--- src/hdl/hotp_pkg.sv ---
`timescale 1ns / 1ps
// ----------------------------------------------------------------------------
// HOTP package
// Shared types, constants and helper functions for the HOTP generator.
// ----------------------------------------------------------------------------
package hotp_pkg;

  localparam int MaxKeyBytes = 32;
  localparam int KeyLenW     = 6;
  localparam int DigitW      = 4;
  localparam int OtpW        = 30;

  // Register indexes of the configuration port.
  localparam logic [2:0] REG_KEY0   = 3'd0;
  localparam logic [2:0] REG_KEY1   = 3'd1;
  localparam logic [2:0] REG_KEY2   = 3'd2;
  localparam logic [2:0] REG_KEY3   = 3'd3;
  localparam logic [2:0] REG_KEYLEN = 3'd4;
  localparam logic [2:0] REG_DIGITS = 3'd5;

  // Top-level sequencer states.
  typedef enum logic [3:0] {
    ST_IDLE,
    ST_INNER_PAD,
    ST_INNER_MSG,
    ST_OUTER_PAD,
    ST_OUTER_MSG,
    ST_TRUNC,
    ST_MOD,
    ST_OUT
  } hotp_state_t;

  // Command from the sequencer to the SHA-1 compression unit.
  typedef struct packed {
    logic       start;
    logic       init;    // begin from the standard initial hash value
  } sha_cmd_t;

  // Round constant for a given round number.
  function automatic logic [31:0] sha_k(input logic [6:0] rnd);
    logic [31:0] k;
    if (rnd < 7'd20)      k = 32'h5A827999;
    else if (rnd < 7'd40) k = 32'h6ED9EBA1;
    else if (rnd < 7'd60) k = 32'h8F1BBCDC;
    else                  k = 32'hCA62C1D6;
    return k;
  endfunction

  // Modulus ten to the digit count, clamped to six through nine digits.
  function automatic logic [OtpW-1:0] pow10(input logic [DigitW-1:0] dc);
    logic [OtpW-1:0] m;
    if (dc <= 4'd6)      m = 30'd1000000;
    else if (dc == 4'd7) m = 30'd10000000;
    else if (dc == 4'd8) m = 30'd100000000;
    else                 m = 30'd1000000000;
    return m;
  endfunction

endpackage

--- src/hdl/hotp_sha1.sv ---
`timescale 1ns / 1ps
// ----------------------------------------------------------------------------
// HOTP SHA-1 compression unit
// One 512-bit block per run, one round per cycle through a single round
// datapath, with the message schedule in a 16-word shift window.
// ----------------------------------------------------------------------------
module hotp_sha1 (
  input  logic                  clk,
  input  logic                  rst_n,
  input  hotp_pkg::sha_cmd_t    cmd,
  input  logic [511:0]          block,
  output logic                  done,
  output logic [159:0]          digest
);

  logic [511:0] w_r, w_nxt;
  logic [31:0]  a_r, b_r, c_r, d_r, e_r;
  logic [31:0]  a_nxt, b_nxt, c_nxt, d_nxt, e_nxt;
  logic [159:0] h_r, h_nxt;
  logic [6:0]   rnd_r, rnd_nxt;
  logic         busy_r, busy_nxt;
  logic         done_r, done_nxt;
  logic [31:0]  f, wt, wnew, t;
  logic [159:0] h_base;

  // Round function on the current working variables.
  always_comb begin
    wt   = w_r[511:480];
    wnew = w_r[95:64] ^ w_r[255:224] ^ w_r[447:416] ^ w_r[511:480];
    wnew = {wnew[30:0], wnew[31]};
    if (rnd_r < 7'd20)      f = (b_r & c_r) | (~b_r & d_r);
    else if (rnd_r < 7'd40) f = b_r ^ c_r ^ d_r;
    else if (rnd_r < 7'd60) f = (b_r & c_r) | (b_r & d_r) | (c_r & d_r);
    else                    f = b_r ^ c_r ^ d_r;
    t = {a_r[26:0], a_r[31:27]} + f + e_r + hotp_pkg::sha_k(rnd_r) + wt;
  end

  // Sequencing of start, rounds and final add.
  always_comb begin
    h_base   = cmd.init ? 160'h67452301_EFCDAB89_98BADCFE_10325476_C3D2E1F0 : h_r;
    w_nxt    = w_r;
    a_nxt    = a_r; b_nxt = b_r; c_nxt = c_r; d_nxt = d_r; e_nxt = e_r;
    h_nxt    = h_r;
    rnd_nxt  = rnd_r;
    busy_nxt = busy_r;
    done_nxt = 1'b0;
    if (cmd.start) begin
      w_nxt    = block;
      h_nxt    = h_base;
      {a_nxt, b_nxt, c_nxt, d_nxt, e_nxt} = h_base;
      rnd_nxt  = 7'd0;
      busy_nxt = 1'b1;
    end else if (busy_r) begin
      w_nxt = {w_r[479:0], wnew};
      a_nxt = t; b_nxt = a_r; c_nxt = {b_r[1:0], b_r[31:2]}; d_nxt = c_r; e_nxt = d_r;
      rnd_nxt = rnd_r + 7'd1;
      if (rnd_r == 7'd79) begin
        busy_nxt = 1'b0;
        done_nxt = 1'b1;
        h_nxt = {h_r[159:128] + t, h_r[127:96] + a_r,
                 h_r[95:64] + {b_r[1:0], b_r[31:2]}, h_r[63:32] + c_r, h_r[31:0] + d_r};
      end
    end
  end

  // Control registers.
  always_ff @(posedge clk) begin
    if (!rst_n) begin
      busy_r <= 1'b0;
      done_r <= 1'b0;
      rnd_r  <= '0;
    end else begin
      busy_r <= busy_nxt;
      done_r <= done_nxt;
      rnd_r  <= rnd_nxt;
    end
  end

  // Datapath registers.
  always_ff @(posedge clk) begin
    w_r <= w_nxt;
    h_r <= h_nxt;
    a_r <= a_nxt; b_r <= b_nxt; c_r <= c_nxt; d_r <= d_nxt; e_r <= e_nxt;
  end

  assign done   = done_r;
  assign digest = h_r;

  // The round counter stays within the 80 rounds while busy.
  assert property (@(posedge clk) disable iff (!rst_n) busy_r |-> rnd_r < 7'd80)
    else $error("round counter overrun");
  // Done follows the last round.
  assert property (@(posedge clk) disable iff (!rst_n) done_r |-> !busy_r)
    else $error("done while busy");
  // A start is not issued while a block is in progress.
  assert property (@(posedge clk) disable iff (!rst_n) busy_r |-> !cmd.start)
    else $error("start while busy");

endmodule

--- src/hdl/hotp_code_generator_core.sv ---
`timescale 1ns / 1ps
// ----------------------------------------------------------------------------
// HOTP code generator core
// HMAC-SHA-1 one-time code with dynamic truncation and decimal reduction.
// ----------------------------------------------------------------------------
// Usage: the key, key length and digit count are written on the cfg_ port
// while the block is idle. Each in_ beat carries a 64-bit counter; the block
// hashes it under HMAC-SHA-1 and returns one out_ beat with the code.
// Steps from in_ beat to out_ beat: four SHA-1 compressions on one shared
// round unit (inner pad, inner message, outer pad, outer message), dynamic
// truncation, then restoring-subtract reduction. in_tready is high only
// when idle, so a new counter is taken only after the last code is taken.
// Reset: synchronous, active low; key words clear to zero, key length is 20
// and digit count is 6.
// Stall: the result is held in out_tdata until out_tready; the next input is
// taken no earlier than the cycle after the result is taken.
// ----------------------------------------------------------------------------
module hotp_code_generator_core (
  input  logic        clk,
  input  logic        rst_n,
  input  logic        in_tvalid,
  output logic        in_tready,
  input  logic [63:0] in_tdata,    // [63:0] moving_factor
  output logic        out_tvalid,
  input  logic        out_tready,
  output logic [31:0] out_tdata,   // [29:0] otp_value, [31:30] zero
  input  logic        cfg_we,
  input  logic [2:0]  cfg_index,
  input  logic [63:0] cfg_wdata
);

  hotp_pkg::hotp_state_t state_r, state_nxt;
  logic [255:0] key_r;
  logic [5:0]   klen_r;
  logic [3:0]   dig_r;
  logic [63:0]  msg_r, msg_nxt;
  logic [159:0] inner_r, inner_nxt;
  logic [31:0]  dbc_r, dbc_nxt;
  logic [59:0]  div_r, div_nxt;       // modulus shifted for restoring reduction
  logic [4:0]   cnt_r, cnt_nxt;
  logic [29:0]  otp_r, otp_nxt;
  hotp_pkg::sha_cmd_t cmd;
  logic         sha_done;
  logic [159:0] digest;
  logic [511:0] block, keyblk;
  logic [5:0]   elen;
  logic [7:0]   pad;
  logic [3:0]   off;
  logic [31:0]  word_at;
  logic [60:0]  rem_ext;

  // Configuration registers.
  always_ff @(posedge clk) begin
    if (!rst_n) begin
      key_r  <= '0;
      klen_r <= 6'd20;
      dig_r  <= 4'd6;
    end else if (cfg_we) begin
      case (cfg_index)
        hotp_pkg::REG_KEY0:   key_r[255:192] <= cfg_wdata;
        hotp_pkg::REG_KEY1:   key_r[191:128] <= cfg_wdata;
        hotp_pkg::REG_KEY2:   key_r[127:64]  <= cfg_wdata;
        hotp_pkg::REG_KEY3:   key_r[63:0]    <= cfg_wdata;
        hotp_pkg::REG_KEYLEN: klen_r <= cfg_wdata[5:0];
        hotp_pkg::REG_DIGITS: dig_r  <= cfg_wdata[3:0];
        default: ;
      endcase
    end
  end

  // Padded key block: bytes beyond the effective length hold the pad byte alone.
  always_comb begin
    elen = (klen_r > 6'd32) ? 6'd32 : klen_r;
    pad  = (state_r == hotp_pkg::ST_IDLE) ? 8'h36 : 8'h5C;
    for (int i = 0; i < 64; i++) begin
      if (i < 32 && 6'(i) < elen) keyblk[511-8*i -: 8] = key_r[255-8*i -: 8] ^ pad;
      else                         keyblk[511-8*i -: 8] = pad;
    end
  end

  // Block fed to the compression unit.
  always_comb begin
    case (state_r)
      hotp_pkg::ST_INNER_PAD: block = {msg_r, 8'h80, 376'd0, 64'd576};
      hotp_pkg::ST_OUTER_PAD: block = {inner_r, 8'h80, 280'd0, 64'd672};
      default:                block = keyblk;
    endcase
  end

  // Dynamic truncation window; the subtract keeps one extra bit for the sign.
  always_comb begin
    off     = digest[3:0];
    word_at = 32'(digest >> (8'd128 - {off, 3'b000}));
    rem_ext = {29'd0, dbc_r} - {1'b0, div_r};
  end

  // Sequencer.
  always_comb begin
    state_nxt = state_r;
    msg_nxt   = msg_r;
    inner_nxt = inner_r;
    dbc_nxt   = dbc_r;
    div_nxt   = div_r;
    cnt_nxt   = cnt_r;
    otp_nxt   = otp_r;
    cmd       = '0;
    case (state_r)
      hotp_pkg::ST_IDLE: begin
        if (in_tvalid) begin
          msg_nxt   = in_tdata;
          cmd.start = 1'b1;
          cmd.init  = 1'b1;
          state_nxt = hotp_pkg::ST_INNER_PAD;
        end
      end
      hotp_pkg::ST_INNER_PAD: begin
        if (sha_done) begin
          cmd.start = 1'b1;
          state_nxt = hotp_pkg::ST_INNER_MSG;
        end
      end
      hotp_pkg::ST_INNER_MSG: begin
        if (sha_done) begin
          inner_nxt = digest;
          cmd.start = 1'b1;
          cmd.init  = 1'b1;
          state_nxt = hotp_pkg::ST_OUTER_PAD;
        end
      end
      hotp_pkg::ST_OUTER_PAD: begin
        if (sha_done) begin
          cmd.start = 1'b1;
          state_nxt = hotp_pkg::ST_OUTER_MSG;
        end
      end
      hotp_pkg::ST_OUTER_MSG: begin
        if (sha_done) state_nxt = hotp_pkg::ST_TRUNC;
      end
      hotp_pkg::ST_TRUNC: begin
        dbc_nxt   = {1'b0, word_at[30:0]};
        div_nxt   = {hotp_pkg::pow10(dig_r), 30'd0};
        cnt_nxt   = 5'd30;
        state_nxt = hotp_pkg::ST_MOD;
      end
      hotp_pkg::ST_MOD: begin
        // One restoring subtract step per cycle.
        if (!rem_ext[60]) dbc_nxt = rem_ext[31:0];
        div_nxt = div_r >> 1;
        cnt_nxt = cnt_r - 5'd1;
        if (cnt_r == 5'd0) begin
          otp_nxt   = (!rem_ext[60]) ? rem_ext[29:0] : dbc_r[29:0];
          state_nxt = hotp_pkg::ST_OUT;
        end
      end
      hotp_pkg::ST_OUT: begin
        if (out_tready) state_nxt = hotp_pkg::ST_IDLE;
      end
      default: state_nxt = hotp_pkg::ST_IDLE;
    endcase
  end

  always_ff @(posedge clk) begin
    if (!rst_n) begin
      state_r <= hotp_pkg::ST_IDLE;
      cnt_r   <= '0;
    end else begin
      state_r <= state_nxt;
      cnt_r   <= cnt_nxt;
    end
  end

  always_ff @(posedge clk) begin
    msg_r   <= msg_nxt;
    inner_r <= inner_nxt;
    dbc_r   <= dbc_nxt;
    div_r   <= div_nxt;
    otp_r   <= otp_nxt;
  end

  hotp_sha1 u_sha1 (
    .clk    (clk),
    .rst_n  (rst_n),
    .cmd    (cmd),
    .block  (block),
    .done   (sha_done),
    .digest (digest)
  );

  assign in_tready  = (state_r == hotp_pkg::ST_IDLE);
  assign out_tvalid = (state_r == hotp_pkg::ST_OUT);
  assign out_tdata  = {2'b00, otp_r};

  // The code is always below the largest modulus.
  assert property (@(posedge clk) disable iff (!rst_n)
    out_tvalid |-> otp_r < 30'd1000000000) else $error("code out of range");
  // A stalled result does not change.
  assert property (@(posedge clk) disable iff (!rst_n)
    out_tvalid && !out_tready |=> $stable(otp_r)) else $error("result changed");
  // Input and output are never both offered by the block.
  assert property (@(posedge clk) disable iff (!rst_n)
    !(in_tready && out_tvalid)) else $error("ready while result pending");

endmodule
--- config.mk ---
export PLATFORM = sky130hd
export DESIGN_NAME = hotp_code_generator_core
export DESIGN_NICKNAME = d
export VERILOG_FILES = /design/src/hdl/hotp_pkg.sv /design/src/hdl/hotp_sha1.sv /design/src/hdl/hotp_code_generator_core.sv
export SDC_FILE = /design/constraint.sdc
export NUM_CORES = 2
export LEC_CHECK = 0
export BUFFER_PORTS_ARGS = -buffer_cell sky130_fd_sc_hd__buf_2
export CORE_MARGIN = 3
export CORE_UTILIZATION = 50
export CTS_BUF_LIST = sky130_fd_sc_hd__clkbuf_2 sky130_fd_sc_hd__clkbuf_4 sky130_fd_sc_hd__clkbuf_8
export CTS_CLUSTER_DIAMETER = 40
export DETAILED_ROUTE_END_ITERATION = 6
export GPL_ROUTABILITY_DRIVEN = 0
export PLACE_DENSITY = 0.66
export SYNTH_ARGS = -nofsm -noshare
export SYNTH_HDL_FRONTEND = slang
export SYNTH_SLANG_ARGS = --single-unit
--- constraint.sdc ---
create_clock -name clk -period 23.5 [get_ports clk]
set_clock_uncertainty 0.05 [all_clocks]
set_input_delay 2.35 -clock clk [delete_from_list [all_inputs] [get_ports clk]]
set_output_delay 2.35 -clock clk [all_outputs]
set_load 0.01 [all_outputs]
==> reports/qor.txt <==
Dpl hpwl -> 199000 µm
FP Rows -> 145
Vias in the first global route -> 59600
Final setup vio count -> 0
Crit path from -> u_sha1.rnd_r[4]$_SDFFE_PP0P_
DIE WIDTH -> 405 µm
H-Tree Depth -> 5
Synth-to-Final Area Change -> 10.8%
Layout cell share with drive strength beyond 1 -> 0.113
CP arrival -> 8.95 ns
DRT antenna net count -> 0
Hold violation count in the final report -> 0
F_max -> 0.122 GHz
Starting Density -> 0.506
Grt met1 use -> 0.445
Root buf cell -> clkbuf_8
Max stage delay on crit path -> 0.49 ns
Avg WL per Cell -> 28.5 µm
CP required -> 24.29 ns
Hold crit path type -> reg2reg
Final period util -> 0.347
Core Area -> 0.157 mm²
Routed wire length -> 288000 µm
CP Max Fanout -> 35
Die area -> 0.164 mm²
Reg2Reg Launch Point -> u_sha1.rnd_r[4]$_SDFFE_PP0P_
Top post-synthesis cells by area -> edfxtp_1, nand2_1, dfxtp_1, ha_1, fa_1
Setup_tns -> 0 ns
Top-count cell post-synth -> nand2_1
Vias -> 63900
Post-CTS sizing -> 0
Clk_lat worst skew -> 1.08 ns
Synth Register Bits -> 1461
Slew Viols, Final -> 0
Synth warn -> 0
CTS tree -> built
Top Ports -> 170
Die H -> 405 µm
GRT Overall Usage -> 0.345
Drt pass-1 iters -> 7
First-pass GRT wire length -> 410000 µm
Layout Nets -> 8348
Status -> finished with violations
CP startpoint kind -> flip-flop
Worst-margin pin slew -> 1.28 ns
Fraction of registers with async set/reset -> 0
GRT busiest layer -> met2
HP Start -> key_r[35]$_SDFFE_PN0P_
Largest net degree at the start of global routing -> 177
Synth area leader -> edfxtp_1
Slew Limit Headroom -> 0.139
EDFF count, synth -> 1178
CTS sink count -> 1461
Clock-pin slew on the worst setup and hold paths -> 0.06 ns
Yosys top cell area share -> 0.445
Synth cell count leaders -> nand2_1, edfxtp_1, nor2_1, a21oi_1, o21ai_0
Post-CTS setup buffer count -> 0
Fill cells -> 13500
Worst setup EP type -> flip-flop
GR met3 Demand/Resource -> 0.122
CP max stage cell -> fa_1
Crit Path Class -> reg2reg
Yosys cell types -> 101
Worst-case clock buffer depth -> 4
GR met2 Demand/Resource -> 0.486
Vias per cell -> 6.31
Number of port buffers -> 167
DR iter-0 viols -> 9546
# DRC -> 3
Failing checks -> DRC
Max capacitance violation total -> 0
Sequential share of the synthesized area -> 0.516
Syn Area/Cell -> 10.3 µm²
Dominant synthesized flop cell -> edfxtp_1
Unrepaired setup endpoints after global routing -> false
Tmin final -> 8.17 ns
Gate count of the mapped netlist -> 7711
Antenna violations before repair -> 43
Hold Buf Count CTS -> 0
Post-Syn Area -> 0.0795 mm²
CTS Buf Count -> 292
Grt total ovfl -> 0
[metrics by stage]
stage	instance area [µm²]	setup WS [ns]	instances	util	hold slack, ns
2_1_floorplan	79500	3.71	7712	-	0.393
3_3_place_gp	82100	15.62	9589	0.523	0.400
5_1_grt	88100	14.79	10100	0.561	0.433
3_5_place_dp	82100	15.56	9589	0.523	0.409
6_report	88100	15.33	10100	0.561	0.416
4_1_cts	88000	15.50	10100	0.560	0.417
[final timing paths]
check,end,slack [ns],cells after the start
hold / removal,key_r[35]$_SDFFE_PN0P_,0.42,2
setup reg to reg,u_sha1.digest[159]$_DFFE_PP_,15.33,32
setup / recovery,u_sha1.digest[159]$_DFFE_PP_,15.33,32
hold reg to reg,key_r[35]$_SDFFE_PN0P_,0.42,2
[layer usage]
| layer | routed length, µm | up-vias |
|---|---|---|
| met5 | 419 | - |
| met4 | 23300 | 31 |
| met3 | 37800 | 989 |
| met2 | 119000 | 4053 |
| met1 | 108000 | 31000 |
| li1 | - | 27800 |
[area by class of cell]
cell class,instances,area [µm²],area share
tap,2058,2570,0.0292
sequential,1461,41000,0.466
clock buffer,404,5030,0.0571
timing repair buffer,264,1630,0.0185
multi-input combinational,5495,35700,0.405
inverter,313,1180,0.0134
clock inverter,99,866,0.00982
antenna,23,57.6,0.000653
[cells in the final DEF (no fill, tap or decap), types with 30 or more instances in the layout]
cell,instances
nor3_1,72
edfxtp_1,1178
o21a_1,49
a22o_1,31
mux2i_1,154
ha_1,259
xnor2_1,222
nor2b_1,57
inv_1,308
and2_1,87
buf_2,166
buf_4,91
a21o_1,102
xor2_1,111
mux4_2,66
o21ai_1,30
fa_1,125
nor2_1,466
nand2_1,1617
a21boi_0,266
clkinv_1,42
nand3_1,155
nand2b_1,47
dfxtp_1,281
a31oi_1,105
clkbuf_4,84
mux2_2,42
o21ai_0,400
a21oi_1,418
and3_1,46
clkbuf_8,322
a211oi_1,94
[cells by family (layout without fill, tap and decap cells)]
family / count (synthesis) / after routing / synth area share
compound gates: 1825 / 1825 / 0.150
xor+xnor: 336 / 336 / 0.0370
fa+ha+maj: 385 / 385 / 0.0724
buf+inv: 756 / 1080 / 0.0371
flops: 1461 / 1461 / 0.516
mux: 269 / 269 / 0.0450
other cells: 1 / 25 / 0.0000472
simple gates: 2678 / 2678 / 0.142
[state kept, by name (all words and copies together) (netlist names), 60 cells and up]
| signal | count |
|---|---|
| div_r | 60 |
| key_r | 256 |
| u_sha1.w_r | 512 |
| u_sha1.digest | 160 |
| msg_r | 64 |
| inner_r | 160 |
[critical path: cells and delay by family (launching register included)]
kind / cells / cell delay, ns
and+or+nand+nor: 6 / 0.81
adders and majority gates: 6 / 2.32
AOI/OAI and AO/OA: 14 / 3.28
xor gates and xnor gates: 1 / 0.27
buffers and inverters: 5 / 0.85
DFF: 1 / 0.38
Power is left out: the tool's default activity adds up to more than one toggle a clock period on the data nets, which glitch-free logic cannot reach.
